[src/vad_pkg.sv]
// Shared types, widths and the arctangent table for the vector angle block.
// Used by every module under src; depends on nothing.
`default_nettype none
package vad_pkg;

   localparam int CoordWidth    = 16;
   localparam int AngleFracBits = 7;
   localparam int CordicStages  = 16;

   localparam int GuardBits     = 24;
   localparam int AccFrac       = 24;
   localparam int TableLen      = 32;
   localparam int StageIdxWidth = $clog2(TableLen);

   localparam int MagWidth      = CoordWidth + 1;
   localparam int RegWidth      = MagWidth + GuardBits + 3;
   localparam int ZWidth        = 32;
   localparam int AngWidth      = 33;
   localparam int OutWidth      = 16;
   localparam int RoundShift    = AccFrac - AngleFracBits;
   localparam int RndWidth      = AngWidth + 1 - RoundShift;

   localparam logic [AngWidth-1:0] Ang90  = AngWidth'(90)  << AccFrac;
   localparam logic [AngWidth-1:0] Ang180 = AngWidth'(180) << AccFrac;
   localparam logic [AngWidth-1:0] Ang270 = AngWidth'(270) << AccFrac;
   localparam logic [AngWidth-1:0] Ang360 = AngWidth'(360) << AccFrac;
   localparam logic [AngWidth:0]   RoundHalf = (AngWidth+1)'(1) << (RoundShift - 1);
   localparam logic [RndWidth-1:0] FullTurn  = RndWidth'(360) << AngleFracBits;

   localparam logic [ZWidth-1:0] AtanTable [TableLen] = '{
      32'd754974720, 32'd445687602, 32'd235489088, 32'd119537938,
      32'd60000934,  32'd30029717,  32'd15018523,  32'd7509720,
      32'd3754917,   32'd1877466,   32'd938734,    32'd469367,
      32'd234684,    32'd117342,    32'd58671,     32'd29335,
      32'd14668,     32'd7334,      32'd3667,      32'd1833,
      32'd917,       32'd458,       32'd229,       32'd115,
      32'd57,        32'd29,        32'd14,        32'd7,
      32'd4,         32'd2,         32'd1,         32'd0
   };

   typedef struct packed {
      logic x_neg;
      logic y_neg;
      logic x_zero;
      logic y_zero;
   } meta_type;

   typedef struct packed {
      logic signed [RegWidth-1:0] x;
      logic signed [RegWidth-1:0] y;
      logic signed [ZWidth-1:0]   z;
      meta_type                   meta;
   } cell_type;

endpackage
`default_nettype wire

[src/vad_cell.sv]
// One vectoring CORDIC cell: a micro-rotation and angle update per beat.
// Depends on vad_pkg.
`default_nettype none
module vad_cell (
   input  wire logic                              clock,
   input  wire logic                              reset,
   input  wire logic [vad_pkg::StageIdxWidth-1:0] stage_idx,
   input  wire logic                              in_valid,
   output logic                                   in_ready,
   input  wire vad_pkg::cell_type                 in_data,
   output logic                                   out_valid,
   input  wire logic                              out_ready,
   output vad_pkg::cell_type                      out_data
);

   logic                               valid_ff;
   vad_pkg::cell_type                  data_ff;
   vad_pkg::cell_type                  data_in;
   logic signed [vad_pkg::RegWidth-1:0] cx;
   logic signed [vad_pkg::RegWidth-1:0] cy;
   logic signed [vad_pkg::RegWidth-1:0] sx;
   logic signed [vad_pkg::RegWidth-1:0] sy;
   logic signed [vad_pkg::ZWidth-1:0]   step;

   assign cx   = in_data.x;
   assign cy   = in_data.y;
   assign sx   = cx >>> stage_idx;
   assign sy   = cy >>> stage_idx;
   assign step = $signed(vad_pkg::AtanTable[stage_idx]);

   always_comb begin
      data_in.meta = in_data.meta;
      if (!cy[vad_pkg::RegWidth-1]) begin
         data_in.x = cx + sy;
         data_in.y = cy - sx;
         data_in.z = in_data.z + step;
      end else begin
         data_in.x = cx - sy;
         data_in.y = cy + sx;
         data_in.z = in_data.z - step;
      end
   end

   assign in_ready  = !valid_ff || out_ready;
   assign out_valid = valid_ff;
   assign out_data  = data_ff;

   always_ff @(posedge clock) begin
      if (reset) begin
         valid_ff <= 1'b0;
      end else if (in_ready) begin
         valid_ff <= in_valid;
      end
   end

   always_ff @(posedge clock) begin
      if (in_ready && in_valid) begin
         data_ff <= data_in;
      end
   end

endmodule
`default_nettype wire

[config.mk]
export PLATFORM = sky130hd
export DESIGN_NAME = vad_cell
export DESIGN_NICKNAME = d
export VERILOG_FILES = /design/src/vad_pkg.sv /design/src/vad_cell.sv
export SDC_FILE = /design/constraint.sdc
export NUM_CORES = 1
export LEC_CHECK = 0
export BUFFER_PORTS_ARGS = -buffer_cell sky130_fd_sc_hd__buf_4
export CAP_MARGIN = 20
export CORE_ASPECT_RATIO = 0.5
export CORE_MARGIN = 4
export CORE_UTILIZATION = 50
export CTS_CLUSTER_SIZE = 10
export DETAILED_ROUTE_END_ITERATION = 10
export PLACE_DENSITY = 0.71
export SETUP_SLACK_MARGIN = 0.3
export SYNTH_ARGS = -nofsm -noshare
export SYNTH_HDL_FRONTEND = slang
export SYNTH_SLANG_ARGS = --single-unit
[constraint.sdc]
create_clock -name clock -period 8.3 [get_ports clock]
set_input_delay 1.66 -clock clock [delete_from_list [all_inputs] [get_ports clock]]
set_output_delay 1.66 -clock clock [all_outputs]
set_load 0.01 [all_outputs]
==> flow_results.xml <==
<?xml version="1.0" encoding="UTF-8"?>
<metrics>
  <group name="status">
    <metric name="outcome" unit="">completed</metric>
  </group>
  <group name="final_layout">
    <metric name="fin_cells" unit="">3094</metric>
    <metric name="syn_to_final_growth" unit="%">17.7</metric>
    <metric name="layout-drive-gt1-share" unit="%">23.3</metric>
    <metric name="nets" unit="">2821</metric>
  </group>
  <group name="grt">
    <metric name="overall_global_routing_usage" unit="%">37.8</metric>
    <metric name="number_of_global_route_vias_before_repair" unit="">19492</metric>
    <metric name="antenna_found_initial" unit="">2</metric>
    <metric name="grt.overflow.total" unit="">0</metric>
    <metric name="grt_first_pass_wirelength" unit="um">125000</metric>
    <metric name="grt_start_max_net_pins" unit="">70</metric>
  </group>
  <group name="timing">
    <metric name="fin_worst_skew" unit="ns">0.00778</metric>
    <metric name="max_slew.worst_pin.slew" unit="ns">1.26</metric>
    <metric name="timing_max_transition_violations_final" unit="">0</metric>
    <metric name="final_period_minus_worst_setup_slack" unit="ns">7.67</metric>
    <metric name="timing.fmax" unit="GHz">0.130</metric>
    <metric name="fin_setup_tns" unit="ns">0</metric>
    <metric name="timing_hold_violations_final" unit="">0</metric>
    <metric name="finalSetupViolations" unit="">0</metric>
    <metric name="maxSlewHeadroom" unit="%">15.2</metric>
    <metric name="layout_worst_path_cycle_share" unit="%">92.4</metric>
    <metric name="grt_setup_unrepaired" unit="">no</metric>
  </group>
  <group name="clocking">
    <metric name="cts_inserted_buffers" unit="">17</metric>
    <metric name="longest_clk_path_bufs" unit="">2</metric>
    <metric name="cts.reportedPaths.clkPinSlew" unit="ns">0.07</metric>
    <metric name="max_h_tree_level" unit="">4</metric>
    <metric name="insertion_delay" unit="ns">0.46</metric>
    <metric name="cts_sinks" unit="">125</metric>
    <metric name="post_cts_resized" unit="">0</metric>
    <metric name="cts_root_cell" unit="">clkbuf_16</metric>
    <metric name="cts_tree" unit="">built</metric>
    <metric name="cts_post_setup_buffers_inserted" unit="">0</metric>
    <metric name="hold_buffers" unit="">0</metric>
  </group>
  <group name="hold_path">
    <metric name="hold-path-cell-count" unit="">2</metric>
    <metric name="hold_path_class" unit="">flop to flop</metric>
  </group>
  <group name="setup_path">
    <metric name="setup.worst_path.start" unit="">stage_idx[2]</metric>
    <metric name="worst_ep_required_time" unit="ns">8.50</metric>
    <metric name="worst_reg_to_reg_cells" unit="">3</metric>
    <metric name="cp-endpoint" unit="">out_data[79]</metric>
    <metric name="crit_fanout" unit="">62</metric>
    <metric name="launching_point_of_the_worst_reg2reg_path" unit="">out_valid</metric>
    <metric name="worstReg2RegEnd" unit="">out_data[66]</metric>
    <metric name="critPathCaptureType" unit="">flop</metric>
    <metric name="criticalPathCategory" unit="">primary input to flop</metric>
    <metric name="worstSetupStartpointType" unit="">primary input</metric>
    <metric name="setup.reg_to_reg.worst_slack" unit="ns">5.93</metric>
    <metric name="cp.arrival" unit="ns">7.87</metric>
  </group>
  <group name="synth">
    <metric name="mappedNetlistArea" unit="sq um">19900</metric>
    <metric name="synth-edff-count" unit="">124</metric>
    <metric name="synth.ff_latch_count" unit="">125</metric>
    <metric name="synth_fp_nets" unit="">2552</metric>
    <metric name="synth_area_per_cell" unit="sq um">8.72</metric>
    <metric name="syn_inst" unit="">2281</metric>
    <metric name="yosysSeqAreaShare" unit="%">18.8</metric>
    <metric name="dominantRegCellSynth" unit="">edfxtp_1</metric>
    <metric name="yosys.cell_types.count" unit="">95</metric>
    <metric name="ffs_w_async_s_r_synth" unit="%">0</metric>
    <metric name="synth_warnings" unit="">0</metric>
  </group>
  <group name="place">
    <metric name="placedCellCount" unit="">3061</metric>
    <metric name="routabilityCongestion" unit="">1.06</metric>
    <metric name="hpwl" unit="um">66000</metric>
    <metric name="buffer_ports.inserted" unit="">258</metric>
  </group>
  <group name="die">
    <metric name="die_area" unit="sq um">43200</metric>
    <metric name="io_pins" unit="">259</metric>
    <metric name="die_width" unit="um">290</metric>
    <metric name="rows" unit="">51</metric>
    <metric name="chip_height" unit="um">149</metric>
    <metric name="core" unit="sq um">39100</metric>
    <metric name="initial_utilization" unit="%">50.9</metric>
  </group>
  <group name="route">
    <metric name="routed-via-count" unit="">21045</metric>
    <metric name="wire_per_inst" unit="um">27.6</metric>
    <metric name="detailedRoute.firstPassIterationCount" unit="">9</metric>
    <metric name="route.detailed.vias_per_inst" unit="">6.80</metric>
    <metric name="drcViolationCount" unit="">0</metric>
    <metric name="drtIter0Drc" unit="">2759</metric>
    <metric name="antenna_violating_nets_post_route" unit="">0</metric>
    <metric name="wirelength" unit="um">85500</metric>
  </group>
  <group name="power">
    <metric name="power_density" unit="nW/um^2">178</metric>
    <metric name="leakage" unit="uW">0.00979</metric>
    <metric name="irDropWorstVdd" unit="mV">0.139</metric>
  </group>
  <group name="flow_run">
    <metric name="cap_violations" unit="">0</metric>
  </group>
</metrics>
-- report_power, final --
group / switching (uW) / internal, uW / total, uW
registers: 39.9 / 917 / 957
logic: 1370 / 1000 / 2370
clock network: 350 / 479 / 828
total: 1760 / 2400 / 4160
-- Yosys cell counts (all sizes together) (29+ instances only) --
cell type | number | area (sq um)
a211oi | 34 | 273
a21o | 63 | 473
a21oi | 159 | 796
a31oi | 44 | 275
buf | 75 | 465
clkbuf | 61 | 229
edfxtp | 124 | 3720
ha | 135 | 1690
inv | 57 | 214
mux2 | 64 | 721
mux2i | 116 | 1160
mux4 | 83 | 1890
nand2 | 170 | 638
nand2b | 37 | 231
nand3 | 50 | 263
nor2 | 176 | 661
nor2b | 29 | 181
nor3 | 51 | 260
o211ai | 31 | 233
o21ai | 128 | 641
o22ai | 41 | 257
xnor2 | 131 | 1150
xor2 | 84 | 736
-- stage by stage --
stage          utilization, %  instance area [sq um]  worst slack [ns]  hold WS (ns)  total power (uW)
2_1_floorplan               -                  19900             0.997         0.593              2440
3_3_place_gp             58.4                  22800             0.586         0.515              3250
3_5_place_dp             58.4                  22800             0.432         0.524              3260
4_1_cts                  60.0                  23400             0.881         0.537              4110
5_1_grt                  60.0                  23400             0.334         0.566              4380
6_report                 60.0                  23400             0.631         0.532              4160
-- area by class of cell --
class / instances / area [sq um]
repair buffers: 386 / 2930
fillers: 3549 / 15600
multi-input cells: 1961 / 15200
clock inverters: 14 / 181
inverters: 59 / 221
well taps: 530 / 663
flip-flops and latches: 125 / 3740
clock buffers: 18 / 429
diodes: 1 / 2.50
-- critical path, cell delays in order --
cell and delay [ns]:
buf_6 0.42, buf_4 0.54, mux4_2 0.58, mux2i_1 0.54, o221ai_1 0.45, nand4b_1 0.35
nor4b_1 0.34, and3_1 0.22, nor2_1 0.05, xnor2_1 0.16, ha_1 0.37, inv_1 0.05
o21ai_0 0.15, a21o_1 0.15, a22oi_1 0.11, a2111oi_0 0.89, o21ai_0 0.21, nand3_1 0.25
a221oi_1 0.14, xnor2_1 0.15
-- cells in the final DEF, fill, tap and decap left out, types with 22 or more instances in the layout --
cell type  instances
nor3_1            50
ha_1             135
mux2i_1          115
nand2_1          170
xor2_1            84
xnor2_1          131
nor2_1           176
nor2b_1           29
nand2b_1          37
a31oi_1           44
mux4_2            78
a21o_1            63
o21ai_0          127
a21oi_1          159
edfxtp_1         124
a211oi_1          32
o22ai_1           41
and3_1            23
inv_1             55
nand4_1           22
o211ai_1          31
buf_4            382
mux2_2            63
nand3_1           49
-- metal layers --
metal,share of wire (%),global-route usage [%]
met2,39,51.2
met5,0.059,0
met1,43,54.2
met3,15,15.9
met4,3.3,11.4
-- cells by family (layout without fill, tap and decap cells) --
| kind of cell | Yosys count | count (layout) | share of synthesized area (%) |
|---|---|---|---|
| xor gates and xnor gates | 215 | 215 | 9.46 |
| adders and majority gates | 138 | 138 | 8.79 |
| muxes | 263 | 263 | 19.0 |
| buffers and inverters | 195 | 477 | 4.60 |
| other | 0 | 1 | 0 |
| and+or+nand+nor | 649 | 649 | 16.1 |
| AOI/OAI and AO/OA | 696 | 696 | 23.2 |
| DFF | 125 | 125 | 18.8 |
-- worst min-delay path by stage --
| stage | from | to |
|---|---|---|
| 6_report | out_valid | out_valid |
| 3_5_place_dp | out_valid | out_valid |
| 2_1_floorplan | out_valid | out_valid |
| 4_1_cts | out_valid | out_valid |
| 5_1_grt | out_valid | out_valid |
| 3_3_place_gp | out_valid | out_valid |
-- flip-flops by register name (all words and copies together), names as in the netlist --
register and flops:
out_data 124, out_valid 1
Note: power is estimated with default switching activity, not from simulation.
