==> src/vad_pkg.sv <==
// Shared types, widths and the arctangent table for the vector angle block.
// Used by every module under src; depends on nothing.
`default_nettype none
package vad_pkg;

   localparam int CoordWidth    = 16;
   localparam int AngleFracBits = 7;
   localparam int CordicStages  = 16;

   localparam int GuardBits     = 24;
   localparam int AccFrac       = 24;
   localparam int TableLen      = 32;
   localparam int StageIdxWidth = $clog2(TableLen);

   localparam int MagWidth      = CoordWidth + 1;
   localparam int RegWidth      = MagWidth + GuardBits + 3;
   localparam int ZWidth        = 32;
   localparam int AngWidth      = 33;
   localparam int OutWidth      = 16;
   localparam int RoundShift    = AccFrac - AngleFracBits;
   localparam int RndWidth      = AngWidth + 1 - RoundShift;

   localparam logic [AngWidth-1:0] Ang90  = AngWidth'(90)  << AccFrac;
   localparam logic [AngWidth-1:0] Ang180 = AngWidth'(180) << AccFrac;
   localparam logic [AngWidth-1:0] Ang270 = AngWidth'(270) << AccFrac;
   localparam logic [AngWidth-1:0] Ang360 = AngWidth'(360) << AccFrac;
   localparam logic [AngWidth:0]   RoundHalf = (AngWidth+1)'(1) << (RoundShift - 1);
   localparam logic [RndWidth-1:0] FullTurn  = RndWidth'(360) << AngleFracBits;

   localparam logic [ZWidth-1:0] AtanTable [TableLen] = '{
      32'd754974720, 32'd445687602, 32'd235489088, 32'd119537938,
      32'd60000934,  32'd30029717,  32'd15018523,  32'd7509720,
      32'd3754917,   32'd1877466,   32'd938734,    32'd469367,
      32'd234684,    32'd117342,    32'd58671,     32'd29335,
      32'd14668,     32'd7334,      32'd3667,      32'd1833,
      32'd917,       32'd458,       32'd229,       32'd115,
      32'd57,        32'd29,        32'd14,        32'd7,
      32'd4,         32'd2,         32'd1,         32'd0
   };

   typedef struct packed {
      logic x_neg;
      logic y_neg;
      logic x_zero;
      logic y_zero;
   } meta_type;

   typedef struct packed {
      logic signed [RegWidth-1:0] x;
      logic signed [RegWidth-1:0] y;
      logic signed [ZWidth-1:0]   z;
      meta_type                   meta;
   } cell_type;

endpackage
`default_nettype wire

==> src/vad_finish.sv <==
// Output end: clamp the quadrant angle, place it by quadrant, round, wrap.
// Two registered steps; the second is the result register. Depends on vad_pkg.
`default_nettype none
module vad_finish (
   input  wire logic                          clock,
   input  wire logic                          reset,
   input  wire logic                          in_valid,
   output logic                               in_ready,
   input  wire vad_pkg::cell_type             in_data,
   output logic                               out_valid,
   input  wire logic                          out_ready,
   output logic [vad_pkg::OutWidth-1:0]       out_data
);

   logic                              place_valid_ff;
   logic [vad_pkg::AngWidth-1:0]      ang_ff;
   logic [vad_pkg::AngWidth-1:0]      ang_in;
   logic [vad_pkg::AngWidth-1:0]      quad_t;
   logic                              place_ready;
   logic                              round_valid_ff;
   logic [vad_pkg::OutWidth-1:0]      angle_ff;
   logic [vad_pkg::OutWidth-1:0]      angle_in;
   logic                              round_ready;
   logic [vad_pkg::AngWidth:0]        rounded_sum;
   logic [vad_pkg::RndWidth-1:0]      rounded;
   vad_pkg::meta_type                 meta;

   assign meta = in_data.meta;

   always_comb begin
      if (in_data.z[vad_pkg::ZWidth-1]) begin
         quad_t = '0;
      end else if (vad_pkg::AngWidth'(in_data.z) > vad_pkg::Ang90) begin
         quad_t = vad_pkg::Ang90;
      end else begin
         quad_t = vad_pkg::AngWidth'(in_data.z);
      end
      if (meta.x_zero) begin
         if (meta.y_zero) begin
            ang_in = '0;
         end else begin
            ang_in = meta.y_neg ? vad_pkg::Ang90 : vad_pkg::Ang270;
         end
      end else if (meta.y_zero) begin
         ang_in = meta.x_neg ? vad_pkg::Ang180 : '0;
      end else if (!meta.x_neg && meta.y_neg) begin
         ang_in = quad_t;
      end else if (meta.x_neg && meta.y_neg) begin
         ang_in = vad_pkg::Ang180 - quad_t;
      end else if (meta.x_neg) begin
         ang_in = vad_pkg::Ang180 + quad_t;
      end else begin
         ang_in = vad_pkg::Ang360 - quad_t;
      end
   end

   always_comb begin
      rounded_sum = {1'b0, ang_ff} + vad_pkg::RoundHalf;
      rounded     = rounded_sum[vad_pkg::AngWidth:vad_pkg::RoundShift];
      if (rounded >= vad_pkg::FullTurn) begin
         rounded = rounded - vad_pkg::FullTurn;
      end
      angle_in = rounded[vad_pkg::OutWidth-1:0];
   end

   assign round_ready = !round_valid_ff || out_ready;
   assign place_ready = !place_valid_ff || round_ready;
   assign in_ready    = place_ready;
   assign out_valid   = round_valid_ff;
   assign out_data    = angle_ff;

   always_ff @(posedge clock) begin
      if (reset) begin
         place_valid_ff <= 1'b0;
         round_valid_ff <= 1'b0;
      end else begin
         if (place_ready) begin
            place_valid_ff <= in_valid;
         end
         if (round_ready) begin
            round_valid_ff <= place_valid_ff;
         end
      end
   end

   always_ff @(posedge clock) begin
      if (place_ready && in_valid) begin
         ang_ff <= ang_in;
      end
      if (round_ready && place_valid_ff) begin
         angle_ff <= angle_in;
      end
   end

endmodule
`default_nettype wire
==> config.mk <==
export PLATFORM = sky130hd
export DESIGN_NAME = vad_finish
export DESIGN_NICKNAME = d
export VERILOG_FILES = /design/src/vad_pkg.sv /design/src/vad_finish.sv
export SDC_FILE = /design/constraint.sdc
export NUM_CORES = 1
export LEC_CHECK = 0
export ABC_AREA = 1
export ABC_CLOCK_PERIOD_IN_PS = 4540
export CAP_MARGIN = 20
export CORE_MARGIN = 2
export CORE_UTILIZATION = 60
export CTS_CLUSTER_DIAMETER = 100
export DETAILED_ROUTE_END_ITERATION = 16
export DONT_BUFFER_PORTS = 1
export MAX_ROUTING_LAYER = met4
export PLACE_DENSITY_LB_ADDON = 0.12
export SLEW_MARGIN = 0
export SYNTH_ARGS = -nofsm -noshare
export SYNTH_HDL_FRONTEND = slang
export SYNTH_SLANG_ARGS = --single-unit
==> constraint.sdc <==
create_clock -name clock -period 4.54 [get_ports clock]
set_clock_uncertainty 0.1 [all_clocks]
set_input_delay 1.362 -clock clock [delete_from_list [all_inputs] [get_ports clock]]
set_output_delay 1.362 -clock clock [all_outputs]
set_load 0.05 [all_outputs]
==> results of run 1 <==
## state kept, by name, indices dropped and copies added (netlist names)
| register | count |
|---|---|
| ang_ff | 17 |
| out_data | 16 |
| out_valid | 1 |
| place_valid_ff | 1 |
## per-stage QoR
| step | hold WS [ns] | util, % | worst slack (ns) | area (µm²) |
|---|---|---|---|---|
| floorplan | 0.345 | - | 1.23 | 2910 |
| global placement | 0.356 | 63.4 | 0.860 | 2970 |
| global route | 0.426 | 65.9 | 0.866 | 3090 |
| detailed placement | 0.399 | 63.4 | 0.822 | 2970 |
| CTS | 0.408 | 65.9 | 1.12 | 3090 |
| finish | 0.402 | 65.9 | 1.11 | 3090 |
## metal layers
layer	global-route usage, %	vias up	part of all wire (%)
li1	-	1347	-
met1	25.1	1128	42
met2	41.3	87	50
met3	3.84	8	5.7
met4	10.1	0	2.0
met5	-	-	0
## placed cells by master (no fill, tap or decap), types with 2 or more instances in the layout
cell and count:
clkbuf_8 6, clkinv_2 2, o21ai_1 8, inv_1 54
nor2_1 46, nand3_2 4, o21ai_0 12, nor3_1 5
nand3_1 26, nor3_2 3, edfxtp_1 33, nand2_1 112
o31ai_1 4, a21oi_1 24, ha_1 7, inv_2 8
o211ai_1 3, nand4_1 6, xnor2_1 3, nor2_2 6
nand3b_1 4, dfxtp_1 2, xor2_1 17, nor4_1 3
a311oi_1 2
## Yosys cell counts, types with 2 or more instances
cell type  count
o31ai_1        4
nand3_1       26
nor4_1         3
o21ai_0       12
nor2_2         6
edfxtp_1      33
inv_1         54
dfxtp_1        2
nand4_1        6
nand2_1      112
nor2_1        46
ha_1           7
o21ai_1        8
nand3b_1       4
clkbuf_1       2
a311oi_1       2
nor3_1         5
xor2_1        17
nand3_2        4
a21oi_1       24
o211ai_1       3
xnor2_1        3
nor3_2         3
inv_2          8
## cells by family (layout without fill, tap and decap cells)
| family | count (synthesis) | in the layout | share of synthesized area [%] |
|---|---|---|---|
| simple gates | 223 | 223 | 35.2 |
| buf+inv | 67 | 73 | 8.73 |
| fa+ha+maj | 7 | 7 | 3.01 |
| xor+xnor | 21 | 21 | 6.58 |
| flops | 35 | 35 | 35.4 |
| compound gates | 56 | 56 | 11.0 |
## worst min-delay path by stage
stage / slack, ns / startpoint / end / depth (start not counted)
floorplan: 0.34 / place_valid_ff / out_valid / 2
global placement: 0.36 / place_valid_ff / out_valid / 2
detailed placement: 0.40 / place_valid_ff / out_valid / 2
CTS: 0.41 / place_valid_ff / out_valid / 2
global route: 0.43 / place_valid_ff / out_valid / 2
finish: 0.40 / place_valid_ff / out_valid / 2
## report_power, final
part | internal, mW | switching, mW
sequential | 0.380 | 0.0433
combinational | 0.0513 | 0.101
clock | 0.177 | 0.0986
## final cells by class
class	instances	area, µm²	area share (%)
clock buffers	6	82.6	2.67
clock inverters	2	35.0	1.13
inverters	64	241	7.81
multi-input cells	307	1630	52.6
flip-flops and latches	35	1030	33.4
well taps	54	67.6	2.19
repair buffers	1	7.51	0.243
## critical path, cell delays in order
cell	delay (ns)
inv_1	0.03
nand2_1	0.06
nor2_1	0.22
nand2_1	0.08
nor2_1	0.10
nand2_1	0.07
nand2_2	0.24
nand2_1	0.22
ha_1	0.24
nand4_1	0.08
nor2_1	0.06
nor2_1	0.15
nor2_1	0.06
nand2_1	0.08
nand3_1	0.07
nand3_1	0.10
nand2_1	0.05
nand2_1	0.05
nand2_1	0.04
==> run summary, run 1 <==
post-DP HPWL = 4490 µm
unrepaired setup endpoints after global routing = no
Die Span X = 73.6 µm
Detailed Route WL = 5500 µm
CP required = 4.48 ns
Max Cap Viol = 0
first-pass GRT wire length = 9680 µm
wire length per cell = 11.7 µm
final hold vios = 0
Pins Over Slew Limit = 0
Via density = 5.48
NumNets Final = 549
vias in the first global route = 2493
post_cts resized = 0
I/O pin count = 146
Post-synth EDFFs = 33
layout cells sized above 1 = 9.40%
min cycle time layout = 3.43 ns
placed cell count = 461
leak pwr = 1.38 nW
synth-to-layout area growth = 6.19%
register area share after synthesis = 35.4%
Primary FF master, synth = edfxtp_1
die area = 5420 µm²
library cells used by synthesis = 39
final RePlAce weighted congestion = 0.850
final setup violation count = 0
RR Endpoint = out_data[12]
post-CTS setup buffer count = 0
Synth warnings = 0
Total GRT Usage = 23.1%
Synthesized Nets = 544
Fmax = 291 MHz
CTS tree = done
vias post-DR = 2570
drc violations = 0
htree depth = 2
critical path class = in -> reg
initial core utilization = 62.0%
largest net degree at the start of global routing = 18
Final Total Pwr = 0.852 mW
FILL cells = 408
critical path endpoint = ang_ff[28]
Synth Register Bits = 35
ys async rst share = 0%
status = completed
Mapped Avg Cell Area = 7.12 µm²
startpoint types = primary input
IO Port Bufs = 0
Worst VDD drop = 0.135 mV
Std-Cell Core Area = 4690 µm²
Post-Syn Area = 2910 µm²
RR Startpoint = ang_ff[16]
drt pass-1 iters = 4
ranking of synthesized cells by area = edfxtp_1, nand2_1, inv_1
final worst-path cycle share = 75.6%
Std-Cell Rows = 25
CP startpoint = in_data[11]
Final ANT Viol Nets = 0
element type at the critical path end = flip-flop
setup TNS = 0 ns
flop2flop setup slack = 1.58 ns
Min-Delay Path Class = reg -> reg
Mapped Cells = 409
critical-path maximum fanout = 15
clock buffer depth = 2
initial antenna violation count = 0
Worst-Skew Late Latency = 0.28 ns
Reg2Reg Depth = 11
Antenna diodes = 0
root buf cell = clkbuf_8
cts hold-fix bufs = 0
total congestion overflow = 0
PD cells = 276 nW/µm²
post-synth top area cell = edfxtp_1
Worst Tran Pin Value = 0.590 ns
Clock Sinks = 35
Synth top area share = 34.0%
CTS clock-pin slew for the worst setup and hold paths = 0.07 ns
Worst EP arrival = 3.38 ns
DR iter-0 viols = 97
total CTS buffers = 5
die height = 73.6 µm
relative slew slack = 60.6%
Non-Filler Instances = 469
No activity file was read; power rests on OpenSTA's default activity.
==> run 2, diff against run 1 <==
--- a/config.mk
+++ b/config.mk
@@ -6,7 +6,7 @@
 export NUM_CORES = 1
 export LEC_CHECK = 0
 export ABC_AREA = 1
-export ABC_CLOCK_PERIOD_IN_PS = 4540
+export ABC_CLOCK_PERIOD_IN_PS = 3500
 export CAP_MARGIN = 20
 export CORE_MARGIN = 2
 export CORE_UTILIZATION = 60
==> constraint.sdc (replaced) <==
create_clock -name clock -period 3.5 [get_ports clock]
set_clock_uncertainty 0.1 [all_clocks]
set_input_delay 1.05 -clock clock [delete_from_list [all_inputs] [get_ports clock]]
set_output_delay 1.05 -clock clock [all_outputs]
set_load 0.05 [all_outputs]
==> run summary, run 2 (same netlist as run 1, synthesis figures left out) <==
status = completed
critical path class = in -> reg
Std-Cell Core Area = 4690 µm²
I/O pin count = 146
post-DP HPWL = 4620 µm
CP max-delay cell = o21ai_1
final setup violation count = 0
RR Startpoint = ang_ff[16]
Antenna diodes = 0
layout cells sized above 1 = 9.83%
CP required = 3.44 ns
storage element area = 1030 µm²
die height = 73.6 µm
final RePlAce weighted congestion = 0.848
relative slew slack = 59.2%
PD cells = 357 nW/µm²
IO Port Bufs = 0
synth-to-layout area growth = 6.71%
Final ANT Viol Nets = 0
CTS tree = done
drt pass-1 iters = 5
critical path endpoint = ang_ff[28]
FILL cells = 416
root buf cell = clkbuf_8
RR Endpoint = out_data[14]
Pins Over Slew Limit = 0
vias in the first global route = 2414
critical-path maximum fanout = 5
hold path depth = 2
Worst path top cell family by delay = simple AND/OR/NAND/NOR gates
drc violations = 0
flop2flop setup slack = 0.48 ns
Top reg by flops = ang_ff
min cycle time layout = 3.03 ns
die area = 5420 µm²
commonest non-fill, non-tap cell in the layout = nand2_1
total congestion overflow = 0
setup TNS = 0 ns
crit-path most repeated cell = nand2_1
vias post-DR = 2566
startpoint types = primary input
NumNets Final = 551
first-pass GRT wire length = 9720 µm
htree depth = 2
Critical Path Max Stage Delay = 0.30 ns
Min-Delay Path Class = reg -> reg
leak pwr = 1.39 nW
initial antenna violation count = 0
total CTS buffers = 5
Via density = 5.45
final worst-path cycle share = 86.7%
unrepaired setup endpoints after global routing = no
Crit path depth = 16
Hold WS = 0.386 ns
Worst EP arrival = 2.97 ns
element type at the critical path end = flip-flop
largest net degree at the start of global routing = 18
WP buf/inv = 1
Worst VDD drop = 0.216 mV
critical path, cell by cell = inv_1, nand2_1, nor3_1, nand4_1, o21ai_1, nand2_1, nor2_2, nand2_1, nand2_1, nand2_1, nand2_1, nand3_1, nand3_1, nand2_1, nand2_1, nand2_1
DR iter-0 viols = 117
max reg flops = 17
Die Span X = 73.6 µm
Std-Cell Rows = 25
post-CTS setup buffer count = 0
Max Cap Viol = 0
final hold vios = 0
most frequent cells in the layout = nand2_1, inv_1, nor2_1, edfxtp_1, nand3_1
Reg2Reg Depth = 11
area of the multi-input gates = 1630 µm²
cts hold-fix bufs = 0
Worst Tran Pin Value = 0.610 ns
post_cts resized = 0
clock buffer depth = 2
Fmax = 329 MHz
CP startpoint = in_data[5]
Clock Sinks = 35
initial core utilization = 62.0%
Total GRT Usage = 23.4%
wire length per cell = 12.1 µm
Detailed Route WL = 5690 µm
CTS clock-pin slew for the worst setup and hold paths = 0.06 ns
Worst-Skew Late Latency = 0.28 ns
[run 2: cell type report]
class                   instances  share of cell area, %
multi-input cells             307                   52.3
flip-flops and latches         35                   33.2
inverters                      64                   7.78
clock buffers                   6                   2.66
well taps                      54                   2.18
clock inverters                 2                   1.13
repair buffers                  3                  0.725
[run 2: worst min-delay path by stage]
stage	end	from	slack, ns
floorplan	out_valid	place_valid_ff	0.34
global placement	out_valid	place_valid_ff	0.36
detailed placement	out_valid	place_valid_ff	0.38
CTS	out_valid	place_valid_ff	0.39
global route	out_valid	place_valid_ff	0.41
finish	out_valid	place_valid_ff	0.39
[run 2: worst register-to-register path, delay by kind of cell (launching register included)]
kind / cells / cell delay (ns)
simple gates: 8 / 1.44
fa+ha+maj: 2 / 0.44
flops: 1 / 0.40
xor+xnor: 1 / 0.39
[run 2: metal layers]
| layer | GRT usage, % | share of wire (%) |
|---|---|---|
| met1 | 26.3 | 42 |
| met2 | 40.8 | 51 |
| met3 | 4.53 | 4.8 |
| met4 | 8.69 | 1.7 |
| met5 | - | 0 |
[run 2: report_power, final]
| group | leakage [nW] | switching, mW | internal (mW) |
|---|---|---|---|
| Clock | 0.0612 | 0.129 | 0.230 |
| Combinational | 0.987 | 0.132 | 0.0688 |
| Sequential | 0.342 | 0.0563 | 0.493 |
[run 2: stage by stage]
| stage | setup slack (ns) | instances | power [mW] | util, % | area (µm²) |
|---|---|---|---|---|---|
| 3_3_place_gp | 0.231 | 463 | 0.752 | 63.7 | 2990 |
| 2_1_floorplan | 0.502 | 409 | 0.720 | - | 2910 |
| 4_1_cts | 0.457 | 471 | 1.11 | 66.2 | 3110 |
| 5_1_grt | 0.123 | 471 | 1.17 | 66.2 | 3110 |
| 3_5_place_dp | 0.187 | 463 | 0.757 | 63.7 | 2990 |
| 6_report | 0.465 | 471 | 1.11 | 66.2 | 3110 |
==> run 3, diff against run 2 <==
--- a/config.mk
+++ b/config.mk
@@ -9,10 +9,11 @@
 export ABC_CLOCK_PERIOD_IN_PS = 3500
 export CAP_MARGIN = 20
 export CORE_MARGIN = 2
-export CORE_UTILIZATION = 60
+export CORE_UTILIZATION = 40
 export CTS_CLUSTER_DIAMETER = 100
 export DETAILED_ROUTE_END_ITERATION = 16
 export DONT_BUFFER_PORTS = 1
+export GPL_ROUTABILITY_DRIVEN = 0
 export MAX_ROUTING_LAYER = met4
 export PLACE_DENSITY_LB_ADDON = 0.12
 export SLEW_MARGIN = 0
==> run summary, run 3 (same netlist as run 1, synthesis figures left out) <==
status = completed
I/O pin count = 146
die height = 89.3 µm
CTS tree = done
final worst-path cycle share = 86.5%
post_cts resized = 0
die area = 7970 µm²
commonest non-fill, non-tap cell in the layout = nand2_1
leak pwr = 1.38 nW
min cycle time layout = 3.03 ns
CTS clock-pin slew for the worst setup and hold paths = 0.06 ns
storage element area = 1030 µm²
Std-Cell Rows = 31
Area after DPL = 3040 µm²
drc violations = 0
Worst-Skew Late Latency = 0.28 ns
sequential share of power = 52.3%
setup TNS = 0 ns
vias post-DR = 2525
NumNets Final = 551
max reg flops = 17
Top reg by flops = ang_ff
Die Span X = 89.3 µm
Global Route met1 Usage = 18.7%
Worst Tran Pin Value = 0.593 ns
DR iter-0 viols = 96
Critical Path Max Stage Delay = 0.30 ns
Min-Delay Path Class = reg -> reg
Max Cap Viol = 0
Worst VDD drop = 0.117 mV
post-CTS setup buffer count = 0
Final Total Pwr = 1.05 mW
initial antenna violation count = 0
critical path class = in -> reg
layout cells sized above 1 = 9.59%
CP max-delay cell = o21ai_1
area of the multi-input gates = 1630 µm²
final hold vios = 0
critical path, cell by cell = nor2_1, nand2_1, nor3_1, nand4_1, o21ai_1, nand2_1, nor2_2, nand2_1, nand2_1, nand2_1, nand2_1, nand3_1, nand3_1, nand2_1, nand2_1, nand2_1
Total GRT Usage = 16.4%
most frequent cells in the layout = nand2_1, inv_1, nor2_1, edfxtp_1, nand3_1
crit-path most repeated cell = nand2_1
Fmax = 330 MHz
Net Switching = 0.311 mW
htree depth = 2
Final Worst Setup Slack = 0.474 ns
vias in the first global route = 2440
unrepaired setup endpoints after global routing = no
clock buffer depth = 2
combinational fraction of design power = 19.0%
Place WS = 0.158 ns
critical-path maximum fanout = 5
switching share of power = 29.5%
Hold WS = 0.371 ns
Via density = 4.89
first-pass GRT wire length = 10200 µm
Worst EP arrival = 2.96 ns
CP required = 3.44 ns
largest net degree at the start of global routing = 18
post-DP HPWL = 4910 µm
total congestion overflow = 0
startpoint types = primary input
GR peak layer = met2
P_int = 0.741 mW
final setup violation count = 0
drt pass-1 iters = 4
cts hold-fix bufs = 0
total CTS buffers = 5
FILL cells = 769
met2 GRT Util = 28.4%
Antenna diodes = 0
IO Port Bufs = 0
Pins Over Slew Limit = 0
PD cells = 335 nW/µm²
initial core utilization = 40.8%
Clock Sinks = 35
synth-to-layout area growth = 8.04%
Detailed Route WL = 5860 µm
root buf cell = clkbuf_8
Std-Cell Core Area = 7140 µm²
relative slew slack = 60.4%
Final ANT Viol Nets = 0
element type at the critical path end = flip-flop
Clk pwr share = 28.7%
Final Cell Area = 3140 µm²
met3 Track Usage GR = 3.88%
wire length per cell = 11.4 µm
[run 3: cell count changes in the layout (fill, tap and decap cells not counted)]
cell       change
clkinv_2       -1
bufinv_16      -1
clkbuf_8       +1
clkbuf_1       +1
[run 3: final cells by class]
cell class	instances	share of cell area, %
flip-flops and latches	35	32.8
well taps	99	3.94
multi-input cells	307	51.7
clock buffers	8	3.18
inverters	64	7.68
repair buffers	3	0.716
[run 3: final timing paths]
check            endpoint            from  cells after the start  slack [ns]
max            ang_ff[28]     in_data[18]                     16        0.47
min reg2reg     out_valid  place_valid_ff                      2        0.37
max reg2reg  out_data[10]      ang_ff[16]                     11        0.60
min             out_valid  place_valid_ff                      2        0.37
[run 3: metal layers]
layer,up-vias,share of wire (%)
li1,1349,-
met1,1099,46
met2,66,47
met3,11,5.1
met4,0,2.0
met5,-,0
[run 3: through the flow]
stage	utilization [%]	cells
floorplan	-	409
global placement	42.7	508
detailed placement	42.7	508
CTS	44.1	516
global route	44.1	516
finish	44.1	516
[run 3: power by group through the flow]
stage                     registers (mW)  logic, mW  clock network, mW
after floorplan                    0.555      0.165                  0
after global placement             0.558      0.199                  0
after detailed placement           0.559      0.201                  0
after CTS                          0.550      0.202              0.313
after global routing               0.554      0.234              0.337
final                              0.550      0.200              0.302
[run 3: critical path: cells and delay by family]
kind	cells	cell delay, ns
and+or+nand+nor	15	1.61
AOI/OAI and AO/OA	1	0.30
