<file path="config.mk">
export PLATFORM = sky130hd
export DESIGN_NAME = vad_prep
export DESIGN_NICKNAME = d
export VERILOG_FILES = /design/src/vad_pkg.sv /design/src/vad_prep.sv
export SDC_FILE = /design/constraint.sdc
export NUM_CORES = 1
export LEC_CHECK = 0
export ABC_AREA = 1
export ABC_CLOCK_PERIOD_IN_PS = 2600
export BUFFER_PORTS_ARGS = -buffer_cell sky130_fd_sc_hd__buf_2
export CORE_MARGIN = 2
export CORE_UTILIZATION = 40
export DETAILED_ROUTE_END_ITERATION = 12
export GPL_ROUTABILITY_DRIVEN = 0
export PLACE_DENSITY = 0.78
export SYNTH_ARGS = -nofsm -noshare
export SYNTH_HDL_FRONTEND = slang
export SYNTH_SLANG_ARGS = --single-unit
</file>
<file path="constraint.sdc">
create_clock -name clock -period 2.6 [get_ports clock]
set_clock_uncertainty 0.05 [all_clocks]
set_input_delay 0.26 -clock clock [delete_from_list [all_inputs] [get_ports clock]]
set_output_delay 0.26 -clock clock [all_outputs]
set_load 0.005 [all_outputs]
</file>
<file path="src/vad_pkg.sv">
// Shared types, widths and the arctangent table for the vector angle block.
// Used by every module under src; depends on nothing.
`default_nettype none
package vad_pkg;

   localparam int CoordWidth    = 16;
   localparam int AngleFracBits = 7;
   localparam int CordicStages  = 16;

   localparam int GuardBits     = 24;
   localparam int AccFrac       = 24;
   localparam int TableLen      = 32;
   localparam int StageIdxWidth = $clog2(TableLen);

   localparam int MagWidth      = CoordWidth + 1;
   localparam int RegWidth      = MagWidth + GuardBits + 3;
   localparam int ZWidth        = 32;
   localparam int AngWidth      = 33;
   localparam int OutWidth      = 16;
   localparam int RoundShift    = AccFrac - AngleFracBits;
   localparam int RndWidth      = AngWidth + 1 - RoundShift;

   localparam logic [AngWidth-1:0] Ang90  = AngWidth'(90)  << AccFrac;
   localparam logic [AngWidth-1:0] Ang180 = AngWidth'(180) << AccFrac;
   localparam logic [AngWidth-1:0] Ang270 = AngWidth'(270) << AccFrac;
   localparam logic [AngWidth-1:0] Ang360 = AngWidth'(360) << AccFrac;
   localparam logic [AngWidth:0]   RoundHalf = (AngWidth+1)'(1) << (RoundShift - 1);
   localparam logic [RndWidth-1:0] FullTurn  = RndWidth'(360) << AngleFracBits;

   localparam logic [ZWidth-1:0] AtanTable [TableLen] = '{
      32'd754974720, 32'd445687602, 32'd235489088, 32'd119537938,
      32'd60000934,  32'd30029717,  32'd15018523,  32'd7509720,
      32'd3754917,   32'd1877466,   32'd938734,    32'd469367,
      32'd234684,    32'd117342,    32'd58671,     32'd29335,
      32'd14668,     32'd7334,      32'd3667,      32'd1833,
      32'd917,       32'd458,       32'd229,       32'd115,
      32'd57,        32'd29,        32'd14,        32'd7,
      32'd4,         32'd2,         32'd1,         32'd0
   };

   typedef struct packed {
      logic x_neg;
      logic y_neg;
      logic x_zero;
      logic y_zero;
   } meta_type;

   typedef struct packed {
      logic signed [RegWidth-1:0] x;
      logic signed [RegWidth-1:0] y;
      logic signed [ZWidth-1:0]   z;
      meta_type                   meta;
   } cell_type;

endpackage
`default_nettype wire

</file>
<file path="src/vad_prep.sv">
// Input register: takes a request beat, forms magnitudes, sign flags and zero flags.
// Depends on vad_pkg.
`default_nettype none
module vad_prep (
   input  wire logic                     clock,
   input  wire logic                     reset,
   input  wire logic                     in_valid,
   output logic                          in_ready,
   input  wire logic [2*vad_pkg::CoordWidth-1:0] in_data,
   output logic                          out_valid,
   input  wire logic                     out_ready,
   output vad_pkg::cell_type             out_data
);

   logic                           valid_ff;
   vad_pkg::cell_type              data_ff;
   vad_pkg::cell_type              data_in;
   logic [vad_pkg::CoordWidth-1:0] raw_x;
   logic [vad_pkg::CoordWidth-1:0] raw_y;
   logic [vad_pkg::MagWidth-1:0]   mag_x;
   logic [vad_pkg::MagWidth-1:0]   mag_y;
   logic                           neg_x;
   logic                           neg_y;

   assign raw_x = in_data[vad_pkg::CoordWidth-1:0];
   assign raw_y = in_data[2*vad_pkg::CoordWidth-1:vad_pkg::CoordWidth];
   assign neg_x = raw_x[vad_pkg::CoordWidth-1];
   assign neg_y = raw_y[vad_pkg::CoordWidth-1];

   always_comb begin
      mag_x = neg_x ? (vad_pkg::MagWidth'(1) << vad_pkg::CoordWidth) - {1'b0, raw_x}
                    : {1'b0, raw_x};
      mag_y = neg_y ? (vad_pkg::MagWidth'(1) << vad_pkg::CoordWidth) - {1'b0, raw_y}
                    : {1'b0, raw_y};
      data_in.x           = vad_pkg::RegWidth'({mag_x, {vad_pkg::GuardBits{1'b0}}});
      data_in.y           = vad_pkg::RegWidth'({mag_y, {vad_pkg::GuardBits{1'b0}}});
      data_in.z           = '0;
      data_in.meta.x_neg  = neg_x;
      data_in.meta.y_neg  = neg_y;
      data_in.meta.x_zero = (raw_x == '0);
      data_in.meta.y_zero = (raw_y == '0);
   end

   assign in_ready  = !valid_ff || out_ready;
   assign out_valid = valid_ff;
   assign out_data  = data_ff;

   always_ff @(posedge clock) begin
      if (reset) begin
         valid_ff <= 1'b0;
      end else if (in_ready) begin
         valid_ff <= in_valid;
      end
   end

   always_ff @(posedge clock) begin
      if (in_ready && in_valid) begin
         data_ff <= data_in;
      end
   end

endmodule
`default_nettype wire

</file>
==> results of run 1 <==
==> synthesized netlist by cell type, drive strengths merged, types with 2 or more instances <==
master | n | area share, %
inv | 34 | 4.7
buf | 90 | 25
xnor2 | 2 | 0.64
xor2 | 12 | 3.9
o21ai | 12 | 2.5
ha | 2 | 0.92
nand3b | 6 | 1.7
nand2 | 77 | 11
nand3 | 12 | 2.2
edfxtp | 38 | 42
nor2 | 30 | 4.6
a21oi | 2 | 0.37
nor3 | 2 | 0.37
==> flip-flops by register name (all words and copies together), names as in the netlist <==
name / count
out_data: 38
out_valid: 1
==> per-layer routing <==
| metal | vias up | wire, µm | track usage, % |
|---|---|---|---|
| met1 | 882 | 1790 | 13.51 |
| li1 | 990 | - | - |
| met3 | 4 | 449 | 2.667 |
| met2 | 112 | 2373 | 20.21 |
| met5 | - | 0 | 0 |
| met4 | 0 | 60 | 4.972 |
==> cell type report <==
cell class | instances | area share (%)
inverters | 34 | 4.261
flip-flops and latches | 39 | 38.76
clock buffers | 6 | 2.757
repair buffers | 76 | 12.78
clock inverters | 2 | 1.170
multi-input cells | 245 | 36.93
well taps | 80 | 3.342
==> worst max-delay path: cells and delay by family (launching register included) <==
kind / cells / cell delay (ns)
compound gates: 1 / 0.14
buf+inv: 1 / 0.44
flops: 1 / 0.35
==> through the flow <==
stage	power, mW	cell area, µm²
after floorplan	1.007	3055
after global placement	1.009	2878
after detailed placement	1.017	2878
after CTS	1.536	2995
after global routing	1.598	2995
final	1.526	2995
==> cell families after synthesis <==
family	Yosys count
adders and majority gates	2
DFF	39
and+or+nand+nor	127
AOI/OAI and AO/OA	14
xor gates and xnor gates	14
buffers and inverters	124
other	1
==> path summary, 6_finish.rpt <==
kind              startpoint      endpoint  slack [ns]  depth (start not counted)
setup / recovery   out_valid  out_data[67]        1.26                          2
setup reg to reg   out_valid  out_data[67]        1.26                          2
hold reg to reg    out_valid     out_valid        0.48                          2
hold / removal         reset     out_valid        0.07                          2
==> power breakdown <==
group / internal [mW] / switching [mW] / leakage [nW] / total (mW)
logic: 0.0886 / 0.157 / 1.13 / 0.246
clock network: 0.310 / 0.212 / 0.0612 / 0.522
registers: 0.747 / 0.0112 / 0.378 / 0.758
total: 1.15 / 0.380 / 1.57 / 1.53
==> impl_summary.txt, run 1 <==
----------------------------------------------------
[Status]
  Status ... completed

[Synth]
  Cell count after synthesis ... 321
  Predominant post-synthesis flop cell ... edfxtp_1
  Dominant combinational cell family by area after synthesis ... buffers and inverters
  Post-synthesis adder-cell area fraction ... 0.9183%
  Count of state elements after synthesis ... 39
  Mapped cell area ... 0.002725 mm²
  Multiplexer fraction of the synthesized cell area ... 0%
  Syn_area_per_cell ... 8.489 µm²
  Number of enable-type register cells in the synthesized netlist ... 38
  Portion of the post-synthesis area used by sequential elements ... 42.61%
  XOR/XNOR Fraction of Synth Area ... 4.500%
  Warnings, synthesis ... 0
  Fraction of registers with async set/reset ... 0%
  Area fraction in and, or, nand and nor cells after synthesis ... 19.79%
  Number of unique standard cell types used by synthesis ... 21
  Area fraction in compound gates after synthesis ... 2.847%

[Timing]
  Max Transition Viols Final ... 0
  Final critical-path share of the clock period ... 51.35%
  RSZ-0062 raised after global routing ... no
  Final hold viol count ... 0
  Shortest clock period the worst path allows after layout ... 1.335 ns
  Setup ws final ... 1.265 ns
  Total negative slack for setup checks ... 0 ns
  Final setup violation count ... 0
  Maximum clock frequency ... 749.1 MHz
  Worst Hold Margin ... 0.06603 ns

[GRT]
  First-pass GRT wire length ... 6900 µm
  Via count of the first global-routing pass ... 1,562
  Number of antenna violations at the first check in global routing ... 0
  Gr usage total ... 11.55%
  Maximum number of pins on one net before global-route repair ... 39
  Total congestion overflow after global routing ... 0

[Clock tree]
  Register clock-pin slew on the reported worst setup and hold paths ... 0.07 ns
  Clock root buffer master ... clkbuf_8
  Latest clock arrival within the worst-skew pair ... 0.29 ns
  Setup Buffers After CTS ... 0
  Number of gates resized after cts ... 0
  CTS Hold Bufs ... 0
  TritonCTS clock tree ... yes
  Clock Tree Buf Depth ... 2
  Number of H-tree levels ... 2
  Number of buffers created by CTS ... 5
  Sinks on the clock net ... 39

[Layout]
  P&R area growth vs syn ... 9.917%
  Number of diodes ... 0
  Footprint of the multi-input gates ... 0.001106 mm²
  Total area of sequential cells ... 0.001161 mm²
  Most frequent standard cell in the layout excluding fill and tap cells ... conb_1
  Final-layout fill cell count ... 643
  Share of cells above drive strength 1 ... 24.88%
  Commonest non-fill, non-tap cells in the layout ... 88 x conb_1, 75 x buf_2, 73 x nand2_1
  Fin nets ... 439
  Final Non-Filler Cells ... 482
  Fin util ... 44.83%

[Place]
  # placed instances ... 474
  Count of buffers inserted at the top-level ports ... 75
  Sum of net half-perimeters after detailed placement ... 3740 µm
  Worst slack, placed ... 1.165 ns

[Floorplanning]
  Initial standard-cell utilization of the core ... 40.79%
  Die Width ... 86.54 µm
  Row cnt ... 30
  Placeable Area ... 0.006681 mm²
  Height of the die ... 86.54 µm
  Area of the die ... 0.007489 mm²
  I/O pin cnt ... 162

[Drt]
  Wire length after detailed routing ... 4673 µm
  Number of DRC markers in iteration 0 ... 104
  Total number of vias ... 1,988
  Via-to-Cell Ratio ... 4.124
  Detailed-route DRC error count ... 0
  Number of iterations in the first detailed-routing pass ... 4
  Avg WL per Cell ... 9.695 µm
  Antenna-violating nets left ... 0

[Worst setup path]
  Cell with the largest stage delay on the worst path ... buf_4
  Data required time of the worst path ... 2.48 ns
  Category of the critical setup timing path ... flop to flop
  CP peak stage delay ... 0.44 ns
  Worst-path fanout max ... 38
  CP Launch Type ... flop
  Critical path, cell by cell ... a21oi_4 > buf_4
  CP Data Arrival Time ... 1.21 ns
  Critical Path End Type ... flop

[Power]
  Max rail drop VDD ... 0.2419 mV
  Standby leakage power ... 1.572 nW
  Ratio of total power to cell area ... 509.4 mW/mm²

[Hold path]
  Classification of the worst-slack hold path ... primary input to flop

[Run]
  Count of maximum capacitance violations ... 0

----------------------------------------------------
Note: power is estimated with default switching activity, not from simulation.
==> run 2, diff against run 1 <==
- ABC_CLOCK_PERIOD_IN_PS: 2600 -> 1200
- clock period: 2.6 -> 1.2 ns (I/O delays scaled with it)
==> run 2 against run 1 <==
Effect of this change:
- utilization rose by 1.3 points
- worst setup slack worse by 1.1 ns
- die area stayed put
- critical path depth is the same
- fmax increased by 25%
- routed wire length is 0.64% lower
- total power increased by 130%
- hold slack better by 0.021 ns
- non-clock buffer count rose by 5
- global-route usage is 0.13 points lower
- flip-flop and latch count is the same
- largest power group unchanged
==> impl_summary.txt, run 2 (same netlist as run 1, synthesis figures left out) <==
----------------------------------------------------
[Floorplanning]
  Area of the die ... 0.007489 mm² (unchanged)
  Row cnt ... 30 (unchanged)
  Placeable Area ... 0.006681 mm² (unchanged)
  I/O pin cnt ... 162 (unchanged)
  Initial standard-cell utilization of the core ... 40.79% (unchanged)
  Height of the die ... 86.54 µm (unchanged)
  Die Width ... 86.54 µm (unchanged)

[Clock tree]
  Number of buffers created by CTS ... 5 (unchanged)
  Sinks on the clock net ... 39 (unchanged)
  CTS Hold Bufs ... 3 (+3)
  Number of H-tree levels ... 2 (unchanged)
  Setup Buffers After CTS ... 0 (unchanged)
  Clock root buffer master ... clkbuf_8
  Register clock-pin slew on the reported worst setup and hold paths ... 0.07 ns (about the same)
  Number of gates resized after cts ... 0 (unchanged)
  TritonCTS clock tree ... yes
  Latest clock arrival within the worst-skew pair ... 0.28 ns (about the same)
  Clock Tree Buf Depth ... 2 (unchanged)

[Place]
  Sum of net half-perimeters after detailed placement ... 3650 µm (-2.4%)
  # placed instances ... 476 (+0.42%)
  Post-place instance area ... 0.002919 mm² (+1.4%)
  Count of buffers inserted at the top-level ports ... 75 (unchanged)

[Layout]
  Flip-flop count of the largest register, all copies and words added ... 38 (unchanged)
  Fin util ... 46.12% (+1.3 points)
  Fin nets ... 444 (+1.1%)
  Commonest non-fill, non-tap cells in the layout ... 88 x conb_1, 75 x buf_2, 73 x nand2_1
  P&R area growth vs syn ... 13.09%
  Final-layout fill cell count ... 628 (-2.3%)
  Final Non-Filler Cells ... 487 (+1.0%)
  Summed area of non-filler cells in the final layout ... 0.003082 mm² (+2.9%)
  Share of cells above drive strength 1 ... 25.06% (+0.19 points)
  Number of diodes ... 0 (unchanged)
  Most frequent standard cell in the layout excluding fill and tap cells ... conb_1

[Timing]
  Final setup violation count ... 0 (unchanged)
  Final critical-path share of the clock period ... 89.04% (+38 points)
  Worst Hold Margin ... 0.08727 ns (+0.02123 ns)
  Maximum clock frequency ... 935.9 MHz (+25%)
  Max Transition Viols Final ... 0 (unchanged)
  RSZ-0062 raised after global routing ... no
  Final hold viol count ... 0 (unchanged)
  Shortest clock period the worst path allows after layout ... 1.069 ns (-0.2665 ns)

[Worst setup path]
  Category of the critical setup timing path ... flop to flop
  Critical Path End Type ... flop
  CP Launch Type ... flop
  Cell with the largest stage delay on the worst path ... dfxtp_2
  Worst-path fanout max ... 20 (-47%)
  Critical path, cell by cell ... a21oi_4 > buf_12
  CP peak stage delay ... 0.34 ns (-0.10 ns)
  Startpoint of the worst register-to-register path ... out_valid
  CP Data Arrival Time ... 1.02 ns (-0.19 ns)
  Launch point of the critical path ... out_valid
  Crit path buffers/inverters ... 1 (unchanged)
  Cell class contributing the biggest share of worst-path delay ... flip-flops
  Data required time of the worst path ... 1.15 ns (-1.33 ns)

[Run]
  Count of maximum capacitance violations ... 0 (unchanged)

[Power]
  Ratio of total power to cell area ... 1130 mW/mm² (+120%)
  Combinational Power Share ... 16.1% (about the same)
  Proportion of total power due to net switching ... 23.54% (-1.4 points)
  Power share of the sequential group ... 47.1% (-2.6 points)
  Max rail drop VDD ... 0.4714 mV (+95%)
  Sw power ... 0.8200 mW (+120%)
  Power Internal ... 2.664 mW (+130%)
  Overall power ... 3.484 mW (+130%)
  Standby leakage power ... 1.607 nW (+2.3%)
  Clock share of power ... 36.8% (+2.6 points)

[GRT]
  Global Route met2 Usage ... 20.49% (+0.28 points)
  Gr usage total ... 11.43% (-0.13 points)
  Most utilized layer in the global route result ... met2
  First-pass GRT wire length ... 6844 µm (-0.81%)
  Met3 track demand over resource ... 2.476% (-0.19 points)
  Maximum number of pins on one net before global-route repair ... 22 (-44%)
  Total congestion overflow after global routing ... 0 (unchanged)
  Met1 Use GR ... 12.82% (-0.69 points)
  Number of antenna violations at the first check in global routing ... 0 (unchanged)
  Via count of the first global-routing pass ... 1,678 (+7.4%)

[Drt]
  Number of DRC markers in iteration 0 ... 125 (+20%)
  Via-to-Cell Ratio ... 4.016 (-2.6%)
  Avg WL per Cell ... 9.534 µm (-1.7%)
  Wire length after detailed routing ... 4643 µm (-0.64%)
  Antenna-violating nets left ... 0 (unchanged)
  Detailed-route DRC error count ... 0 (unchanged)
  Number of iterations in the first detailed-routing pass ... 4 (unchanged)
  Total number of vias ... 1,956 (-1.6%)

[Hold path]
  Hold path startpoint ... in_valid
  Classification of the worst-slack hold path ... primary input to flop

[Status]
  Status ... completed

----------------------------------------------------
run 2: cell types whose count changed in the layout (fill, tap and decap cells not counted):
cell	previous run	this run
clkbuf_1	0	1
dfxtp_2	0	1
dlygate4sd3_1	0	3
dfxtp_1	1	0
bufinv_16	1	2
clkbuf_8	6	5
clkinv_2	1	0
buf_12	0	2
run 2: power by group through the flow:
stage / logic, mW / clock network [mW] / registers, mW
floorplan: 0.494 / 0 / 1.69
global placement: 0.533 / 0 / 1.67
detailed placement: 0.547 / 0 / 1.67
CTS: 0.557 / 1.31 / 1.64
global route: 0.636 / 1.37 / 1.65
finish: 0.560 / 1.28 / 1.64
run 2: tightest hold or removal path, stage by stage:
cell     delay (ns)
buf_2          0.09
inv_1          0.10
a21oi_1        0.08
run 2: final timing paths:
path / cells past startpoint / slack (ns) / to
setup / recovery: 2 / 0.13 / out_data[68]
hold / removal: 3 / 0.09 / out_valid
setup reg to reg: 2 / 0.13 / out_data[68]
hold reg to reg: 2 / 0.47 / out_valid
run 2: cell type report:
class / instances / area [µm²] / area share (%)
clock inverters: 2 / 60.06 / 1.949
repair buffers: 81 / 452.9 / 14.70
well taps: 80 / 100.1 / 3.248
flip-flops and latches: 39 / 1162 / 37.72
inverters: 34 / 127.6 / 4.141
multi-input cells: 245 / 1106 / 35.89
clock buffers: 6 / 72.57 / 2.355
run 2: routing by layer:
metal	up-vias	wire length [µm]
met5	-	0
met4	0	98
met3	9	389
met2	104	2304
met1	845	1850
li1	998	-
run 2: through the flow:
step / TNS, ns / worst slack [ns]
floorplan: -9.841 / -0.2590
global placement: -0.1405 / -0.03698
detailed placement: -0.3570 / -0.07220
CTS: 0 / 0.1235
global route: 0 / 0.1002
finish: 0 / 0.1315
==> run 3, diff against run 2 <==
- CORE_MARGIN: 2 -> 1
- CORE_UTILIZATION: 40 -> 41
- CTS_BUF_LIST: unset -> sky130_fd_sc_hd__clkbuf_2 sky130_fd_sc_hd__clkbuf_4 sky130_fd_sc_hd__clkbuf_8
- PLACE_DENSITY: 0.78 -> 0.79
==> run 3 against run 2 <==
Effect of this change:
- clock power shrank 27%
- sequential share of layout area grew 0.51 points
- routed wire length shrank 1.1%
- critical path type unchanged
==> impl_summary.txt, run 3 (same netlist as run 1, synthesis figures left out) <==
----------------------------------------------------
[Clock tree]
  Number of gates resized after cts ... 0 (unchanged)
  TritonCTS clock tree ... yes
  Clock root buffer master ... clkbuf_8
  Number of buffers created by CTS ... 5 (unchanged)
  Latest clock arrival within the worst-skew pair ... 0.29 ns (about the same)
  Register clock-pin slew on the reported worst setup and hold paths ... 0.07 ns (about the same)
  Sinks on the clock net ... 39 (unchanged)
  Clock Tree Buf Depth ... 2 (unchanged)
  Number of H-tree levels ... 2 (unchanged)

[GRT]
  Maximum number of pins on one net before global-route repair ... 22 (unchanged)
  Number of antenna violations at the first check in global routing ... 0 (unchanged)
  Total congestion overflow after global routing ... 0 (unchanged)
  Gr usage total ... 12.33% (+0.90 points)
  Via count of the first global-routing pass ... 1,602 (-4.5%)
  First-pass GRT wire length ... 6824 µm (-0.29%)

[Timing]
  Final hold viol count ... 0 (unchanged)
  Max Transition Viols Final ... 0 (unchanged)
  Final critical-path share of the clock period ... 90.01% (+0.97 points)
  Worst Hold Margin ... 0.09033 ns (+0.003061 ns)
  Total negative slack for setup checks ... 0 ns (unchanged)
  Shortest clock period the worst path allows after layout ... 1.080 ns (+0.01162 ns)
  Maximum clock frequency ... 925.8 MHz (-1.1%)
  Final setup violation count ... 0 (unchanged)
  RSZ-0062 raised after global routing ... no
  Setup ws final ... 0.1199 ns (-0.01162 ns)

[Status]
  Status ... completed

[Worst setup path]
  Data required time of the worst path ... 1.15 ns (about the same)
  Critical path, cell by cell ... a21oi_4 > buf_12
  Cell with the largest stage delay on the worst path ... dfxtp_2
  Worst-path fanout max ... 20 (unchanged)
  CP Launch Type ... flop
  CP peak stage delay ... 0.34 ns (about the same)
  Startpoint of the worst register-to-register path ... out_valid
  Worst flop-to-flop path endpoint ... out_data[106]
  Critical Path End Type ... flop
  CP Data Arrival Time ... 1.03 ns (about the same)
  Number of cells on the worst reg-to-reg path ... 2 (unchanged)
  Category of the critical setup timing path ... flop to flop
  R2R setup slack ... 0.12 ns (about the same)

[Drt]
  Via-to-Cell Ratio ... 4.122 (+2.6%)
  Total number of vias ... 1,995 (+2.0%)
  Detailed-route DRC error count ... 0 (unchanged)
  Antenna-violating nets left ... 0 (unchanged)
  Number of iterations in the first detailed-routing pass ... 4 (unchanged)
  Avg WL per Cell ... 9.492 µm (-0.44%)
  Wire length after detailed routing ... 4594 µm (-1.1%)
  Number of DRC markers in iteration 0 ... 72 (-42%)

[Power]
  Standby leakage power ... 1.593 nW (-0.86%)
  Ratio of total power to cell area ... 1031 mW/mm² (-8.8%)
  Power share of the sequential group ... 52.3% (+5.2 points)
  Clock share of power ... 29.9% (-6.9 points)
  Power Internal ... 2.319 mW (-13%)
  Overall power ... 3.135 mW (-10%)
  Proportion of total power due to net switching ... 26.02% (+2.5 points)
  Max rail drop VDD ... 0.6655 mV (+41%)
  Combinational Power Share ... 17.7% (+1.6 points)
  Sw power ... 0.8157 mW (-0.52%)

[Floorplanning]
  Placeable Area ... 0.006386 mm² (-4.4%)
  I/O pin cnt ... 162 (unchanged)
  Row cnt ... 29 (-3.3%)
  Height of the die ... 83.53 µm (-3.5%)
  Die Width ... 83.53 µm (-3.5%)
  Area of the die ... 0.006976 mm² (-6.8%)
  Initial standard-cell utilization of the core ... 42.67% (+1.9 points)

[Run]
  Count of maximum capacitance violations ... 0 (unchanged)

[Hold path]
  Hold Crit Endpoint ... out_data[118]
  Classification of the worst-slack hold path ... primary input to flop
  Min-Delay Path Depth ... 3 (unchanged)
  Hold path startpoint ... in_data[14]

[Layout]
  Flip-flop count of the largest register, all copies and words added ... 38 (unchanged)
  Fin nets ... 444 (unchanged)
  Number of diodes ... 0 (unchanged)
  Summed area of non-filler cells in the final layout ... 0.003040 mm² (-1.3%)
  Most frequent standard cell in the layout excluding fill and tap cells ... conb_1
  P&R area growth vs syn ... 11.57%
  Share of cells above drive strength 1 ... 25.31% (+0.25 points)
  Commonest non-fill, non-tap cells in the layout ... 88 x conb_1, 75 x buf_2, 73 x nand2_1

[Place]
  Sum of net half-perimeters after detailed placement ... 3607 µm (-1.2%)
  Post-place instance area ... 0.002915 mm² (-0.13%)
  Worst slack, placed ... -0.08596 ns (-0.01376 ns)
  Count of buffers inserted at the top-level ports ... 75 (unchanged)

----------------------------------------------------
## run 3: repair_timing
item / CTS / global route
endpoints found under the setup margin: 0 / 0
hold buffers: 3 / 0
hold endpoints to repair: 3 / 0
setup buffers: 0 / 0
## run 3: final cells by class
cell class,instances,area (µm²)
clock buffer,7,90.09
clock inverter,1,5.005
fill,591,3346
inverter,34,127.6
multi-input combinational,245,1106
sequential,39,1162
tap,77,96.34
timing repair buffer,81,452.9
## run 3: worst max path at each step
stage                      startpoint            end  slack [ns]  depth (start not counted)
after detailed placement   in_data[0]  out_data[116]       -0.09                          9
final                       out_valid  out_data[106]        0.12                          2
after floorplan             out_valid    out_data[0]       -0.26                          1
after global placement    in_data[16]   out_data[72]       -0.03                          9
after CTS                   out_valid  out_data[115]        0.11                          2
after global routing        out_valid  out_data[106]        0.08                          2
## run 3: power by group through the flow
stage	logic (mW)	registers (mW)	clock network, mW
after floorplan	0.494	1.69	0
after global placement	0.528	1.67	0
after detailed placement	0.545	1.67	0
after CTS	0.554	1.64	0.958
after global routing	0.626	1.65	1.01
final	0.556	1.64	0.938
## run 3: layer usage
layer  GRT usage [%]  share of wire [%]  vias up
met5               0                  0        -
met4           7.088                2.8        0
met3           2.868                8.9        9
met2           21.76                 50      115
met1           13.55                 38      871
li1                -                  -     1000
## run 3: worst max-delay path, delay by kind of cell, from the launching register on
family / cells / cell delay (ns)
DFF: 1 / 0.34
AOI/OAI and AO/OA: 1 / 0.20
buffers and inverters: 1 / 0.20
## run 3: metrics by stage
step / cells / util, %
after global routing: 484 / 47.61
after detailed placement: 473 / 45.65
final: 484 / 47.61
after CTS: 484 / 47.61
after global placement: 473 / 45.65
after floorplan: 408 / -
